File: src/design/icrgb_pkg.sv
`timescale 1ns / 1ps

package icrgb_pkg;

  localparam int unsigned COUNT_BITS_DEF = 16;

  localparam int unsigned MAX_COUNT_RESET = 1000;

  localparam int unsigned SCALE_GREEN = 255;
  localparam int unsigned SCALE_WAVE  = 300 * 256;
  localparam int unsigned WL_BASE     = 400 * 256;

  localparam int unsigned QUO_BITS = $clog2(SCALE_WAVE);

  localparam int unsigned FIFO_DEPTH = 4;

  localparam int unsigned CFG_IDX_BITS = 1;

  typedef enum logic [CFG_IDX_BITS-1:0] {
    REG_MAX_COUNT,
    REG_THEME
  } cfg_reg_e;

  typedef enum logic {
    THEME_GREEN,
    THEME_SPECTRAL
  } theme_e;

endpackage

File: src/design/icrgb_fifo.sv
`timescale 1ns / 1ps

module icrgb_fifo #(
  parameter int unsigned DATA_BITS = 8
) (
  input  logic                 clk_i,
  input  logic                 rst_ni,
  input  logic                 push_valid_i,
  output logic                 push_ready_o,
  input  logic [DATA_BITS-1:0] push_data_i,
  input  logic                 pop_i,
  output logic                 pop_valid_o,
  output logic [DATA_BITS-1:0] pop_data_o
);
  import icrgb_pkg::*;

  localparam int unsigned PTR_BITS = $clog2(FIFO_DEPTH);
  localparam int unsigned CNT_BITS = PTR_BITS + 1;

  logic [DATA_BITS-1:0] mem_q [FIFO_DEPTH];
  logic [PTR_BITS-1:0]  wr_ptr_q, rd_ptr_q;
  logic [CNT_BITS-1:0]  count_q, count_d;
  logic                 push, pop;

  assign push_ready_o = (count_q != CNT_BITS'(FIFO_DEPTH));
  assign pop_valid_o  = (count_q != '0);
  assign push         = push_valid_i && push_ready_o;
  assign pop          = pop_i && pop_valid_o;
  assign count_d      = count_q + CNT_BITS'(push) - CNT_BITS'(pop);
  assign pop_data_o   = mem_q[rd_ptr_q];

  always_ff @(posedge clk_i or negedge rst_ni) begin
    if (!rst_ni) begin
      wr_ptr_q <= '0;
      rd_ptr_q <= '0;
      count_q  <= '0;
    end else begin
      if (push) begin
        wr_ptr_q <= wr_ptr_q + PTR_BITS'(1);
      end
      if (pop) begin
        rd_ptr_q <= rd_ptr_q + PTR_BITS'(1);
      end
      count_q <= count_d;
    end
  end

  always_ff @(posedge clk_i) begin
    if (push) begin
      mem_q[wr_ptr_q] <= push_data_i;
    end
  end

`ifndef NO_ASSERTIONS
  a_count_bound : assert property (@(posedge clk_i) disable iff (!rst_ni)
    count_q <= CNT_BITS'(FIFO_DEPTH))
    else $error("queue fill count exceeds depth");

  a_ptr_match : assert property (@(posedge clk_i) disable iff (!rst_ni)
    PTR_BITS'(wr_ptr_q - rd_ptr_q) == count_q[PTR_BITS-1:0])
    else $error("queue pointers disagree with fill count");
`endif

endmodule

File: config.mk
export PLATFORM = sky130hd
export DESIGN_NAME = icrgb_fifo
export DESIGN_NICKNAME = d
export VERILOG_FILES = /design/src/design/icrgb_pkg.sv /design/src/design/icrgb_fifo.sv
export SDC_FILE = /design/constraint.sdc
export NUM_CORES = 1
export LEC_CHECK = 0
export BUFFER_PORTS_ARGS = -buffer_cell sky130_fd_sc_hd__buf_2
export CORE_AREA = 2 2 47 82
export CTS_BUF_LIST = sky130_fd_sc_hd__clkbuf_4
export DETAILED_ROUTE_END_ITERATION = 12
export DIE_AREA = 0 0 49 84
export MAX_ROUTING_LAYER = met4
export PLACE_DENSITY = 0.67
export SYNTH_ARGS = -nofsm -noshare
export SYNTH_HDL_FRONTEND = slang
export SYNTH_SLANG_ARGS = --single-unit
File: constraint.sdc
create_clock -name clk_i -period 3.1 [get_ports clk_i]
set_clock_uncertainty 0.15 [all_clocks]
set_input_delay 0.62 -clock clk_i [delete_from_list [all_inputs] [get_ports clk_i]]
set_output_delay 0.62 -clock clk_i [all_outputs]
set_load 0.005 [all_outputs]
==> impl_metrics.yaml <==
placement:
  place_congestion: 0.666
  port_buffers: 21
  dpl.hpwl_mm: 1.71
global_routing:
  grt_start_max_net_pins: 14
  globalRouteOverflowTotal: 0
  grt_first_pass_wirelength_mm: 4.15
  grt_use_total_pct: 14.3
  antenna_found_initial: 0
  grt_pass1_vias: 838
setup_path:
  critPathSlowestCell: "dfrtp_1"
  crit_fanout: 10
  rr_endpoint: "count_q[2]$_DFF_PN0_"
  worstPathRequired_ns: 2.33
  crit_type: "reg -> out"
  cp-end-kind: "output pin"
  timing.rr.start: "count_q[1]$_DFF_PN0_"
  reg2regPathDepth: 9
  cp_cell_sequence: "mux4_2 > buf_2"
  start_kind: "flip-flop"
  r2r_slack_ns: 0.69
  cp_slowest_stage_delay_ns: 0.73
  arrival_ns: 1.81
synth:
  syn_area_per_cell_um2: 19.6
  ys_seq_elements: 39
  netlist_instances: 83
  synth_nets: 102
  synth_edf_count: 32
  ys_warn_count: 0
  synth_seq_area_share_pct: 69.7
  async_flop_share_pct: 17.9
  netlist_area_um2: 1630
  synth_ff_type: "edfxtp_1"
  ys_types: 19
final_layout:
  fin_nets: 129
  area_delta_synth_final_pct: 16.1
  antennaDiodeCount: 0
  fillers: 288
  final_common_cell: "edfxtp_1"
  drive_gt1_share_pct: 34.2
  mostFrequentLayoutCells: "32 x edfxtp_1, 21 x buf_2, 8 x mux4_2"
  multi_input_area_um2: 454
  regArea_um2: 1140
  final_core_util_pct: 53.7
worst_hold_path:
  hold_start: "push_data_i[2]"
  whs_path_depth: 1
  min_path_type: "in -> reg"
  hold_end: "mem_q[1][2]$_DFFE_PP_"
route:
  firstDrtPassIters: 4
  drtAntennaViolNets: 0
  wl_per_cell_um: 15.3
  wirelength_mm: 2.40
  remaining_drc_errors: 0
  vias: 793
  viasPerCell: 5.05
  drt_iter0_drc: 11
power:
  p_leak_nw: 0.706
  power_w: 0.00174
  max-vdd-ir-drop_mv: 0.535
  power_density_nw_per_um2: 921
cts:
  worstSkewPairLatency_ns: 0.34
  tritoncts: "done"
  cts_setup_buffers: 0
  cts-htree-levels: 2
  clkTransAtPathRegs_ns: 0.12
  cts_root_buf: "clkbuf_4"
  ctsResizeCount: 0
  numClockSinks: 39
  cts_buffers: 5
  clockBufferDepth: 2
die:
  pin_count: 22
  row_count: 29
  die_w_um: 49
  core_um2: 3520
  chipHeight_um: 84
  initial_core_util_pct: 46.3
  die_area_um2: 4120
job:
  cap_violations: 0
sta:
  hold_viol: 0
  finalMaxSlewViolations: 0
  hold_ws_ns: 0.331
  rsz0062_at_grt: "false"
  fin_crit_sh_pct: 83.3
  max-slew-margin-rel_pct: 61.2
  setup_viol: 0
  period_needed_ns: 2.58
  tightest_slew_ns: 0.582
  fmax_mhz: 387
  setup_tns_ns: 0
run_status:
  status: "completed"
[layer usage]
| layer | part of all wire, % | track usage, % | vias to the layer above | routed length (um) |
|---|---|---|---|---|
| met1 | 38 | 16.0 | 390 | 921 |
| li1 | - | - | 376 | - |
| met4 | 2.0 | 7.79 | 0 | 48 |
| met5 | 0 | - | - | 0 |
| met3 | 4.7 | 3.94 | 5 | 112 |
| met2 | 55 | 23.0 | 22 | 1320 |
[power breakdown]
group	leakage (nW)	internal, W	switching (W)	total (W)
registers	0.375	0.000708	0.000141	0.000849
logic	0.279	0.000283	0.000193	0.000476
clock network	0.0514	0.000251	0.000166	0.000417
total	0.706	0.00124	0.000500	0.00174
[state kept, by name, summed over array words and instances, names as in the netlist]
signal and count:
mem_q 32, count_q 3, wr_ptr_q 2, rd_ptr_q 2
[cells in the mapped netlist, drive strengths merged, types with 2 or more instances]
cell type,n,area share (%)
and3b,4,2.2
dfrtp,7,11
edfxtp,32,59
ha,6,4.6
inv,6,1.4
mux4,8,11
nand2b,4,1.5
nand4bb,2,1.4
o211ai,2,0.92
xnor2,3,1.6
[repair_timing]
| action | 4_1_cts | 5_1_grt |
|---|---|---|
| setup endpoints to repair | 0 | 0 |
| hold endpoints to repair | 7 | 0 |
| hold buffers | 1 | 0 |
[area by class of cell]
type / instances / share of cell area (%)
Sequential cell: 39 / 60.1
Timing Repair Buffer: 22 / 6.09
Multi-Input combinational cell: 36 / 24.0
Tap cell: 46 / 3.04
Inverter: 6 / 1.19
Clock inverter: 3 / 3.57
Clock buffer: 5 / 1.99
[how the worst max path moves through the flow]
| stage | from | endpoint | slack [ns] | depth (start not counted) |
|---|---|---|---|---|
| after floorplan | count_q[1]$_DFF_PN0_ | count_q[2]$_DFF_PN0_ | 0.88 | 9 |
| after global routing | rd_ptr_q[0]$_DFFE_PN0P_ | pop_data_o[7] | 0.36 | 2 |
| after detailed placement | count_q[1]$_DFF_PN0_ | count_q[2]$_DFF_PN0_ | 0.69 | 9 |
| after global placement | count_q[1]$_DFF_PN0_ | count_q[2]$_DFF_PN0_ | 0.79 | 9 |
| final | rd_ptr_q[0]$_DFFE_PN0P_ | pop_data_o[7] | 0.52 | 2 |
| after CTS | rd_ptr_q[0]$_DFFE_PN0P_ | pop_data_o[7] | 0.45 | 2 |
[stage by stage]
step / setup WS, ns / std cells / instance area (um2)
finish: 0.516 / 157 / 1890
global route: 0.358 / 157 / 1890
CTS: 0.451 / 157 / 1890
detailed placement: 0.695 / 148 / 1780
global placement: 0.793 / 148 / 1780
floorplan: 0.880 / 83 / 1630
[critical path: cells and delay by family (launching register included)]
kind / cells / cell delay (ns)
DFF: 1 / 0.73
muxes: 1 / 0.59
buffers and inverters: 1 / 0.14
[cells by family after synthesis]
family,Yosys count,synth area share [%]
xor gates and xnor gates,4,2.15
DFF,39,69.7
adders and majority gates,7,5.84
muxes,8,11.1
AOI/OAI and AO/OA,4,2.00
buffers and inverters,8,2.38
and+or+nand+nor,13,6.84
Note: power is estimated with default switching activity, not from simulation.
