$ cat config.mk
export PLATFORM = sky130hd
export DESIGN_NAME = icrgb_front
export DESIGN_NICKNAME = d
export VERILOG_FILES = /design/src/design/icrgb_pkg.sv /design/src/design/icrgb_front.sv
export SDC_FILE = /design/constraint.sdc
export NUM_CORES = 1
export LEC_CHECK = 0
export BUFFER_PORTS_ARGS = -buffer_cell sky130_fd_sc_hd__buf_2
export CORE_ASPECT_RATIO = 1.5
export CORE_MARGIN = 5
export CORE_UTILIZATION = 65
export DETAILED_ROUTE_END_ITERATION = 12
export PLACE_DENSITY = 0.87
export SYNTH_ARGS = -nofsm -noshare
export SYNTH_HDL_FRONTEND = slang
export SYNTH_SLANG_ARGS = --single-unit
$ cat constraint.sdc
create_clock -name clk_i -period 11.8 [get_ports clk_i]
set_input_delay 1.77 -clock clk_i [delete_from_list [all_inputs] [get_ports clk_i]]
set_output_delay 1.77 -clock clk_i [all_outputs]
set_load 0.1 [all_outputs]
$ cat src/design/icrgb_pkg.sv
`timescale 1ns / 1ps

package icrgb_pkg;

  localparam int unsigned COUNT_BITS_DEF = 16;

  localparam int unsigned MAX_COUNT_RESET = 1000;

  localparam int unsigned SCALE_GREEN = 255;
  localparam int unsigned SCALE_WAVE  = 300 * 256;
  localparam int unsigned WL_BASE     = 400 * 256;

  localparam int unsigned QUO_BITS = $clog2(SCALE_WAVE);

  localparam int unsigned FIFO_DEPTH = 4;

  localparam int unsigned CFG_IDX_BITS = 1;

  typedef enum logic [CFG_IDX_BITS-1:0] {
    REG_MAX_COUNT,
    REG_THEME
  } cfg_reg_e;

  typedef enum logic {
    THEME_GREEN,
    THEME_SPECTRAL
  } theme_e;

endpackage

$ cat src/design/icrgb_front.sv
`timescale 1ns / 1ps

module icrgb_front #(
  parameter int unsigned COUNT_BITS = icrgb_pkg::COUNT_BITS_DEF
) (
  input  logic                                      clk_i,
  input  logic                                      rst_ni,
  input  logic                                      cfg_valid_i,
  input  logic [icrgb_pkg::CFG_IDX_BITS-1:0]        cfg_index_i,
  input  logic [COUNT_BITS-1:0]                     cfg_data_i,
  input  logic                                      in_valid_i,
  output logic                                      in_stall_o,
  input  logic [COUNT_BITS-1:0]                     count_i,
  output logic                                      push_valid_o,
  input  logic                                      push_ready_i,
  output logic [COUNT_BITS+icrgb_pkg::QUO_BITS-1:0] dividend_o,
  output logic [COUNT_BITS-1:0]                     divisor_o,
  output icrgb_pkg::theme_e                         theme_o
);
  import icrgb_pkg::*;

  localparam int unsigned NUM_BITS = COUNT_BITS + QUO_BITS;

  logic [COUNT_BITS-1:0] max_q;
  theme_e                theme_q;

  logic                  load;
  logic [COUNT_BITS-1:0] clamp;
  logic [NUM_BITS-1:0]   dividend;
  logic [COUNT_BITS-1:0] divisor;

  logic                  fr_valid_q, fr_valid_d;
  logic [NUM_BITS-1:0]   fr_dividend_q;
  logic [COUNT_BITS-1:0] fr_divisor_q;
  theme_e                fr_theme_q;

  always_ff @(posedge clk_i or negedge rst_ni) begin
    if (!rst_ni) begin
      max_q   <= COUNT_BITS'(MAX_COUNT_RESET);
      theme_q <= THEME_GREEN;
    end else if (cfg_valid_i) begin
      unique case (cfg_reg_e'(cfg_index_i))
        REG_MAX_COUNT: max_q <= cfg_data_i;
        REG_THEME:     theme_q <= theme_e'(cfg_data_i[0]);
      endcase
    end
  end

  // A count at or above the limit renders as zero. With a zero limit the
  // dividend is always zero, so a divisor of one gives the bottom of the range.
  always_comb begin
    clamp = (count_i >= max_q) ? '0 : count_i;
    if (theme_q == THEME_SPECTRAL) begin
      dividend = NUM_BITS'(clamp) * NUM_BITS'(SCALE_WAVE);
    end else begin
      dividend = NUM_BITS'(clamp) * NUM_BITS'(SCALE_GREEN);
    end
    divisor = (max_q == '0) ? COUNT_BITS'(1) : max_q;
  end

  assign in_stall_o = fr_valid_q && !push_ready_i;
  assign load       = in_valid_i && !in_stall_o;
  assign fr_valid_d = load || (fr_valid_q && !push_ready_i);

  always_ff @(posedge clk_i or negedge rst_ni) begin
    if (!rst_ni) begin
      fr_valid_q <= 1'b0;
    end else begin
      fr_valid_q <= fr_valid_d;
    end
  end

  always_ff @(posedge clk_i) begin
    if (load) begin
      fr_dividend_q <= dividend;
      fr_divisor_q  <= divisor;
      fr_theme_q    <= theme_q;
    end
  end

  assign push_valid_o = fr_valid_q;
  assign dividend_o   = fr_dividend_q;
  assign divisor_o    = fr_divisor_q;
  assign theme_o      = fr_theme_q;

endmodule

==> run_results.csv <==
group,metric,value,unit
run_status,outcome,"finished, final reports clean",
synth,synthArstFlopShare,26.5,%
cts,cts_resized,0,
placement,pre_cts_slack,3.18,ns
sta,slew_headroom,33.7,%
sta,holdWs,0.475,ns
layout,nets,1198,
synth,yosys.cell_types.count,66,
synth,synth_compound_area_share,12.6,%
sta,fin_skew,0.0125,ns
synth,synth_edf_count,50,
global_routing,antenna_found_initial,0,
routing,wire_per_inst,18.3,µm
synth,synth_nets,1128,
cts,numCtsBuffers,9,
critical_path,cp.required,11.85,ns
cts,clock_path_buffers,2,
die,pin_count,90,
synth,synthFlopType,"edfxtp_1",
sta,finalSetupViolCount,0,
layout,fillers,959,
routing,drt_iter0_drc,346,
synth,ys_warn_count,0,
critical_path,worst-r2r-setup-slack,4.51,ns
sta,fin_setup_tns,0,ns
sta,rsz0062_at_grt,"no",
cts,cts_hold_buffers,0,
synth,synth_top_family_by_area,"adder cells",
routing,drtPass1Iterations,5,
routing,vias_per_cell,5.82,
die,die_w,103,µm
synth,yosysSeqAreaShare,23.2,%
global_routing,grt_max_degree,52,
synth,syn_area,8430,µm²
sta,hold_viol_final,0,
layout,drive_above_1_share,13.6,%
cts,cts_max_level,3,
layout,area_growth,9.73,%
sta,period_minus_slack,8.34,ns
critical_path,r2r_start,"max_q[6]",
global_routing,gr-usage-all-layers,28.2,%
routing,drt-total-wl,20.4,mm
synth,yosys.area_share.adder,39.4,%
sta,fmax,0.120,GHz
critical_path,setup.worst_path.end,"dividend_o[21]",
global_routing,grt_pass1_vias,7071,
global_routing,grt-ovfl-total,0,
critical_path,path_max_fanout,38,
die,die_y,149,µm
critical_path,crit_type,"primary input to flip-flop",
routing,drc,0,
min_path,hold_class,"flip-flop to flip-flop",
placement,globalplace.congestion,0.933,
synth,synth-simple-area-share,10.1,%
routing,vias,6481,
die,initial_utilization,65.4,%
cts,clock_latency,0.34,ns
cts,clk_pin_slew,0.06,ns
placement,place_hpwl,16.6,mm
sta,worst_slew_pin_slew,0.990,ns
sta,drv_slew,0,
critical_path,r2r-end,"dividend_o[21]",
layout,utilization,71.8,%
sta,finalWorstSetupSlack,3.46,ns
critical_path,worstRegToRegCells,23,
critical_path,worstPathArrival,8.39,ns
cts,cts_tree,"built",
critical_path,cp-start-kind,"primary input",
critical_path,startpoint,"count_i[6]",
placement,port_buffers,89,
cts,cts_sinks,68,
die,dieArea,15400,µm²
sta,timing.final.crit_share,70.7,%
routing,final_antenna_net_count,0,
synth,netlist_instances,879,
synth,synth-seq-cells,68,
flow_run,maxCapViolations,0,
critical_path,worstSetupEndpointType,"flip-flop",
die,core-area,12900,µm²
die,row_count,51,
synth,muxShareOfSynthArea,1.71,%
global_routing,grt_first_pass_wirelength,33.6,mm
layout,antenna_cells,0,
cts,cts_setup_buffers,0,
synth,synth-xor-area-share,2.18,%
synth,avgSynthCellArea,9.59,µm²
cts,cts_root_buffer,"clkbuf_16",
==> registers in the layout (all words and copies together), names as in the netlist <==
signal        cells
divisor_o        16
theme_o           1
push_valid_o      1
max_q            16
dividend_o       33
theme_q           1
==> stage by stage <==
step | area, µm² | std cells
6_report | 9250 | 1113
5_1_grt | 9250 | 1113
4_1_cts | 9250 | 1113
3_5_place_dp | 8960 | 1097
3_3_place_gp | 8960 | 1097
2_1_floorplan | 8430 | 879
==> worst min path at each step <==
stage	slack (ns)	cells after the start	to	startpoint
finish	0.48	0	divisor_o[13]	max_q[13]
global route	0.49	0	divisor_o[13]	max_q[13]
CTS	0.48	0	divisor_o[13]	max_q[13]
detailed placement	0.46	0	divisor_o[13]	max_q[13]
global placement	0.46	0	divisor_o[1]	max_q[1]
floorplan	0.49	2	max_q[5]	max_q[5]
==> cell usage after synthesis (11+ instances only) <==
| cell | n | area [µm²] |
|---|---|---|
| inv_1 | 201 | 754 |
| ha_1 | 121 | 1510 |
| fa_1 | 90 | 1800 |
| nand2_1 | 65 | 244 |
| edfxtp_1 | 50 | 1500 |
| o21ai_0 | 45 | 225 |
| clkbuf_1 | 27 | 101 |
| nor2_1 | 27 | 101 |
| and2_1 | 24 | 150 |
| a21oi_1 | 23 | 115 |
| a21o_1 | 14 | 105 |
| dfrtp_1 | 12 | 300 |
| xnor2_1 | 12 | 105 |
| a211oi_1 | 11 | 82.6 |
| mux2i_1 | 11 | 110 |
| nand2b_1 | 11 | 68.8 |
| nor2b_1 | 11 | 68.8 |
==> final cells by class <==
| cell class | instances | area (µm²) | share of cell area [%] |
|---|---|---|---|
| inverters | 202 | 758 | 8.19 |
| flip-flops and latches | 68 | 1960 | 21.2 |
| clock inverters | 6 | 65.1 | 0.703 |
| clock buffers | 10 | 229 | 2.47 |
| well taps | 159 | 199 | 2.15 |
| multi-input cells | 576 | 5570 | 60.2 |
| repair buffers | 92 | 468 | 5.06 |
==> logic make-up after synthesis <==
| group | Yosys count |
|---|---|
| buffers and inverters | 235 |
| adder cells (fa/ha/maj) | 212 |
| AND/OR/NAND/NOR | 174 |
| AO/OA/AOI/OAI | 155 |
| flip-flops | 68 |
| XOR/XNOR | 21 |
| multiplexers | 14 |
==> layout by cell type (no fill, tap or decap), drive strengths merged, types with 5 or more instances in the layout <==
cell type | netlist | final
a211oi | 11 | 11
a21o | 14 | 14
a21oi | 24 | 24
a221oi | 6 | 6
a31oi | 6 | 6
and2 | 25 | 25
buf | 5 | 92
clkbuf | 28 | 10
dfrtp | 12 | 12
dfstp | 6 | 6
edfxtp | 50 | 50
fa | 90 | 90
ha | 121 | 121
inv | 202 | 202
mux2i | 11 | 11
nand2 | 65 | 65
nand2b | 11 | 11
nand3 | 7 | 7
nor2 | 27 | 27
nor2b | 11 | 11
nor3 | 8 | 8
o211a | 5 | 5
o21a | 5 | 5
o21ai | 45 | 45
o31ai | 5 | 5
xnor2 | 12 | 12
xor2 | 9 | 9
==> per-layer routing <==
layer / global-route usage, % / vias up / part of all wire [%]
met5: 0 / - / 0
met4: 13.7 / 0 / 5.0
met3: 4.15 / 75 / 4.9
met2: 52.7 / 221 / 56
met1: 30.0 / 3154 / 34
li1: - / 3031 / -
==> critical path, cell delays in order <==
cell       delay, ns
buf_2           0.17
ha_1            0.36
and4_4          0.20
a2111oi_2       0.34
o31ai_1         0.13
a211o_1         0.35
a21oi_2         0.16
buf_4           0.33
and2_1          0.47
fa_1            0.29
inv_1           0.09
fa_1            0.54
inv_1           0.06
fa_1            0.53
inv_1           0.06
fa_1            0.53
inv_1           0.05
ha_1            0.37
a2111o_1        0.40
o2111a_1        0.34
o211a_1         0.30
a2111oi_0       0.43
a221oi_1        0.11
Power is not shown: default switching activity piles up to over one toggle a cycle in this logic, so the estimate is an artifact.
