===== config.mk =====
export PLATFORM = sky130hd
export DESIGN_NAME = icrgb_div
export DESIGN_NICKNAME = d
export VERILOG_FILES = /design/src/design/icrgb_pkg.sv /design/src/design/icrgb_div.sv
export SDC_FILE = /design/constraint.sdc
export NUM_CORES = 1
export LEC_CHECK = 0
export ABC_CLOCK_PERIOD_IN_PS = 3600
export BUFFER_PORTS_ARGS = -buffer_cell sky130_fd_sc_hd__buf_2
export CAP_MARGIN = 25
export CORE_MARGIN = 2
export CORE_UTILIZATION = 55
export CTS_CLUSTER_SIZE = 14
export DETAILED_ROUTE_END_ITERATION = 8
export PLACE_DENSITY = 0.71
export SLEW_MARGIN = 5
export SYNTH_ARGS = -nofsm -noshare
export SYNTH_HDL_FRONTEND = slang
export SYNTH_SLANG_ARGS = --single-unit

===== constraint.sdc =====
create_clock -name clk_i -period 3.6 [get_ports clk_i]
set_input_delay 0.18 -clock clk_i [delete_from_list [all_inputs] [get_ports clk_i]]
set_output_delay 0.18 -clock clk_i [all_outputs]
set_load 0.02 [all_outputs]

===== src/design/icrgb_pkg.sv =====
`timescale 1ns / 1ps

package icrgb_pkg;

  localparam int unsigned COUNT_BITS_DEF = 16;

  localparam int unsigned MAX_COUNT_RESET = 1000;

  localparam int unsigned SCALE_GREEN = 255;
  localparam int unsigned SCALE_WAVE  = 300 * 256;
  localparam int unsigned WL_BASE     = 400 * 256;

  localparam int unsigned QUO_BITS = $clog2(SCALE_WAVE);

  localparam int unsigned FIFO_DEPTH = 4;

  localparam int unsigned CFG_IDX_BITS = 1;

  typedef enum logic [CFG_IDX_BITS-1:0] {
    REG_MAX_COUNT,
    REG_THEME
  } cfg_reg_e;

  typedef enum logic {
    THEME_GREEN,
    THEME_SPECTRAL
  } theme_e;

endpackage


===== src/design/icrgb_div.sv =====
`timescale 1ns / 1ps

module icrgb_div #(
  parameter int unsigned COUNT_BITS = icrgb_pkg::COUNT_BITS_DEF
) (
  input  logic                                      clk_i,
  input  logic                                      rst_ni,
  input  logic                                      adv_i,
  input  logic                                      in_valid_i,
  input  logic [COUNT_BITS+icrgb_pkg::QUO_BITS-1:0] dividend_i,
  input  logic [COUNT_BITS-1:0]                     divisor_i,
  input  icrgb_pkg::theme_e                         theme_i,
  output logic                                      valid_o,
  output logic [icrgb_pkg::QUO_BITS-1:0]            quo_o,
  output icrgb_pkg::theme_e                         theme_o
);
  import icrgb_pkg::*;

  localparam int unsigned NUM_BITS = COUNT_BITS + QUO_BITS;

  logic [QUO_BITS-1:0]   v_q, v_d;
  logic [COUNT_BITS-1:0] r_q  [QUO_BITS];
  logic [COUNT_BITS-1:0] r_d  [QUO_BITS];
  logic [QUO_BITS-1:0]   lq_q [QUO_BITS];
  logic [QUO_BITS-1:0]   lq_d [QUO_BITS];
  logic [COUNT_BITS-1:0] d_q  [QUO_BITS];
  logic [COUNT_BITS-1:0] d_d  [QUO_BITS];
  theme_e                th_q [QUO_BITS];
  theme_e                th_d [QUO_BITS];

  logic [COUNT_BITS-1:0] src_r, src_d;
  logic [QUO_BITS-1:0]   src_lq;
  theme_e                src_th;
  logic [COUNT_BITS:0]   trial, rem;
  logic                  ge;

  // One restoring step per stage. The remainder starts below the divisor
  // because the scaled count never reaches the divisor times two to the
  // quotient width, so every step yields one quotient bit.
  always_comb begin
    src_r  = '0;
    src_d  = '0;
    src_lq = '0;
    src_th = THEME_GREEN;
    trial  = '0;
    rem    = '0;
    ge     = 1'b0;
    for (int j = 0; j < int'(QUO_BITS); j++) begin
      if (j == 0) begin
        src_r    = dividend_i[NUM_BITS-1:QUO_BITS];
        src_lq   = dividend_i[QUO_BITS-1:0];
        src_d    = divisor_i;
        src_th   = theme_i;
        v_d[j]   = in_valid_i;
      end else begin
        src_r    = r_q[j-1];
        src_lq   = lq_q[j-1];
        src_d    = d_q[j-1];
        src_th   = th_q[j-1];
        v_d[j]   = v_q[j-1];
      end
      trial    = {src_r, src_lq[QUO_BITS-1]};
      ge       = (trial >= {1'b0, src_d});
      rem      = ge ? (trial - {1'b0, src_d}) : trial;
      r_d[j]   = rem[COUNT_BITS-1:0];
      lq_d[j]  = {src_lq[QUO_BITS-2:0], ge};
      d_d[j]   = src_d;
      th_d[j]  = src_th;
    end
  end

  always_ff @(posedge clk_i or negedge rst_ni) begin
    if (!rst_ni) begin
      v_q <= '0;
    end else if (adv_i) begin
      v_q <= v_d;
    end
  end

  always_ff @(posedge clk_i) begin
    if (adv_i) begin
      r_q  <= r_d;
      lq_q <= lq_d;
      d_q  <= d_d;
      th_q <= th_d;
    end
  end

  assign valid_o = v_q[QUO_BITS-1];
  assign quo_o   = lq_q[QUO_BITS-1];
  assign theme_o = th_q[QUO_BITS-1];

`ifndef NO_ASSERTIONS
  a_rem_below : assert property (@(posedge clk_i) disable iff (!rst_ni)
    valid_o |-> (r_q[QUO_BITS-1] < d_q[QUO_BITS-1]))
    else $error("divider remainder not below divisor");

  a_green_range : assert property (@(posedge clk_i) disable iff (!rst_ni)
    (valid_o && (theme_o == THEME_GREEN)) |-> (quo_o < QUO_BITS'(SCALE_GREEN)))
    else $error("green scale quotient out of range");
`endif

endmodule


==> results.json <==
{
  "run_status": "finished, final reports clean",
  "post-cts-setup-buffer-count": 0,
  "setup.worst_path.start": "d_d[69]",
  "detail_route.iter0.violations": 1712,
  "cp_max_fo": 16,
  "drt.antenna.violating_nets": 0,
  "rr_startpoint": "d_d[69]",
  "fin_setup_tns_ns": 0,
  "number_of_antenna_violations_at_the_first_check_in_global_routing": 0,
  "max-slew-margin-rel_pct": 40.38,
  "synthDominantAreaCellType": "sky130_fd_sc_hd__edfxtp_1",
  "clock_tree.buffer_depth": 3,
  "core_area_mm2": 0.07432,
  "sequential_cell_area_mm2": 0.02499,
  "synth.net_count": 3543,
  "tightest_slew_ns": 0.8943,
  "ys_warn_count": 0,
  "start_util_pct": 55.38,
  "synth_cells": 3201,
  "placement.io_buffers": 72,
  "timing.setup.critical_path_class": "reg2reg",
  "fin_area_mm2": 0.04623,
  "synth_enable_flop_cells": 818,
  "hold_class": "in2reg",
  "multi_input_comb_area_mm2": 0.01458,
  "drt-pass1-iter-count": 6,
  "post_drt_via_cell_ratio": 5.680,
  "maxCapViolations": 0,
  "die_x_um": 277.6,
  "cts_max_level": 3,
  "post-route-drc-count": 0,
  "fin_ws_ns": 0.1516,
  "pre_cts_slack_ns": 0.1890,
  "io-pin-count": 73,
  "grt.total_usage_pct": 20.81,
  "critical-path-max-stage-delay_ns": 0.66,
  "die_footprint_mm2": 0.07703,
  "gpl.final_weighted_congestion": 0.9248,
  "post_route_cells_drive_above_1_share_pct": 12.03,
  "grt.overflow.total": 0,
  "synth_area_mm2": 0.04116,
  "static_power_due_to_leakage_uw": 0.01835,
  "placed_wire_length_estimate_um": 58500,
  "wire_per_inst_um": 17.97,
  "clock_skew_ns": 0.01717,
  "finish.net_count": 3737,
  "die_height_um": 277.6,
  "synth_area_per_cell_um2": 12.86,
  "grt_first_pass_wirelength_um": 129400,
  "worstSkewPairLatency_ns": 0.63,
  "clock_tree_from_tritoncts": "done",
  "min_from": "dividend_i[32]",
  "crit_chain": "inv_1, ha_1, nand2_1, o21ai_0, o21ai_1, o21bai_1, a41oi_2, a21oi_1, a211o_1, mux2_2",
  "final_max_slew_viol_count": 0,
  "crit_arrival_ns": 3.83,
  "synth.area.top_cells": "sky130_fd_sc_hd__edfxtp_1, sky130_fd_sc_hd__ha_1, sky130_fd_sc_hd__mux2_2",
  "timing.critical_path.from_type": "flip-flop",
  "wirelength_met1_um": 31880,
  "dpl_cell_area_mm2": 0.04289,
  "first_global_vias": 25560,
  "total_wire_length_after_detailed_routing_um": 79670,
  "yosysSeqAreaShare_pct": 60.72,
  "clockRootBuffer": "sky130_fd_sc_hd__clkbuf_16",
  "finalHoldViolCount": 0,
  "clock_sink_count": 835,
  "cts_buf_count": 88,
  "insertedDiodeCount": 0,
  "layout.cells.most_common_list": "sky130_fd_sc_hd__edfxtp_1, sky130_fd_sc_hd__inv_1, sky130_fd_sc_hd__ha_1",
  "ffs_latches_synth": 835,
  "fp-row-count": 100,
  "power_uw": 38750,
  "ys_async_sr_fraction_pct": 2.036,
  "worst_ep_required_time_ns": 3.98,
  "vias": 25180,
  "synth_top_area_share_pct": 59.68,
  "clock_pin_slew_of_the_registers_on_the_worst_case_setup_and_hold_paths_ns": 0.06,
  "area.growth.synth_to_final_pct": 12.32,
  "route.met3.wl_um": 2726,
  "met2RoutedLength_um": 41950,
  "grt_start_max_net_pins": 114,
  "timing.final.setup_violations": 0,
  "final.fill_count": 5576,
  "finalCritPeriodShare_pct": 95.79,
  "synthDistinctLibCells": 76,
  "vdd.ir_drop.worst_mv": 0.4259,
  "setup.worst_path.end_class": "flip-flop",
  "post-route-min-period_ns": 3.448,
  "power_density_mw_per_mm2": 838.3,
  "clock.fmax_mhz": 290.0,
  "highest_layer": "met4",
  "synth_top_flop_cell": "sky130_fd_sc_hd__edfxtp_1",
  "leading_cell_type_in_the_layout_fill_and_taps_excluded": "sky130_fd_sc_hd__edfxtp_1",
  "rsz0062_at_grt": "false",
  "timing.critical_path.slowest_stage_cell": "sky130_fd_sc_hd__a211o_1"
}
[timing repair]
item / in CTS / in global routing
endpoints found under the hold margin: 66 / 0
resized for setup: 0 / 3
endpoints found under the setup margin: 0 / 25
hold buffers: 51 / 0
[worst max-delay path: cells and delay by family, from the launching register on]
family	cells	cell delay [ns]
fa+ha+maj	1	0.38
simple gates	1	0.08
buf+inv	1	0.07
mux	1	0.42
compound gates	6	1.85
flops	1	0.42
[power breakdown]
| group | internal [uW] | switching [uW] | total, uW | leakage [uW] |
|---|---|---|---|---|
| Sequential | 13700 | 1260 | 15000 | 0.00819 |
| Combinational | 6910 | 8070 | 15000 | 0.00878 |
| Clock | 5170 | 3600 | 8770 | 0.00137 |
[per-stage QoR]
step                      hold slack (ns)  instances  util (%)
final                             0.06821       4434     62.20
after global routing              0.07105       4434     62.20
after CTS                         0.03408       4434     62.19
after detailed placement           0.1093       4223     57.71
after global placement            0.09953       4223     57.71
after floorplan                   -0.1156       3201         -
[sequential cells by signal, summed over array words and instances (netlist names)]
signal and flops:
src_th 1, src_d 16, src_lq 17, d_d 240
r_q 240, theme_o 1, src_r 16, v_q 17
lq_q 15, quo_o 17, th_d 15, lq_d 240
[cell families (layout without fill, tap and decap cells)]
group           after synthesis  in the layout  share of synthesized area [%]
buf+inv                     406            670                          3.937
mux                         169            169                          4.612
compound gates              730            730                          11.18
xor+xnor                    168            168                          3.575
fa+ha+maj                   288            288                          9.047
flops                       835            835                          60.72
simple gates                605            605                          6.934
[synth_stat cells (all sizes together) (7+ instances only)]
master	number
nand4	38
and2	7
a2111oi	9
clkbuf	32
o31a	13
mux2	147
or3	12
nor2	166
nor3	33
o41ai	7
a31oi	24
inv	340
mux2i	22
a21boi	17
xnor2	119
a21oi	219
o21a	62
nand2	190
a211o	10
dfrtp	17
a21o	59
nor2b	44
a211oi	17
nand3	39
o22ai	11
o31ai	23
buf	33
ha	272
fa	16
or2	8
o21ai	195
o21bai	13
nand2b	37
xor2	49
edfxtp	818
[area by class of cell]
cell class,count,area share (%)
Clock buffer,111,5.224
Multi-Input combinational cell,1960,31.53
Tap cell,969,2.623
Sequential cell,835,54.05
Clock inverter,49,0.8742
Inverter,341,2.769
Timing Repair Buffer,169,2.923
[metal layers]
| metal | vias up | global-route usage, % |
|---|---|---|
| met5 | - | 0 |
| met4 | 0 | 9.203 |
| met3 | 204 | 2.569 |
| met2 | 610 | 38.44 |
| met1 | 12160 | 24.20 |
| li1 | 12210 | - |
[final timing paths]
kind / endpoint / slack, ns / cells past startpoint
worst min-delay path: r_q[271] / 0.07 / 3
worst min register to register: lq_d[66] / 0.41 / 0
min in group asynchronous: v_q[15] / 0.69 / 3
max in group asynchronous: v_q[0] / 2.44 / 3
worst max-delay path: r_q[73] / 0.15 / 10
worst max register to register: r_q[73] / 0.15 / 10
No activity file was read; power rests on OpenSTA's default activity.
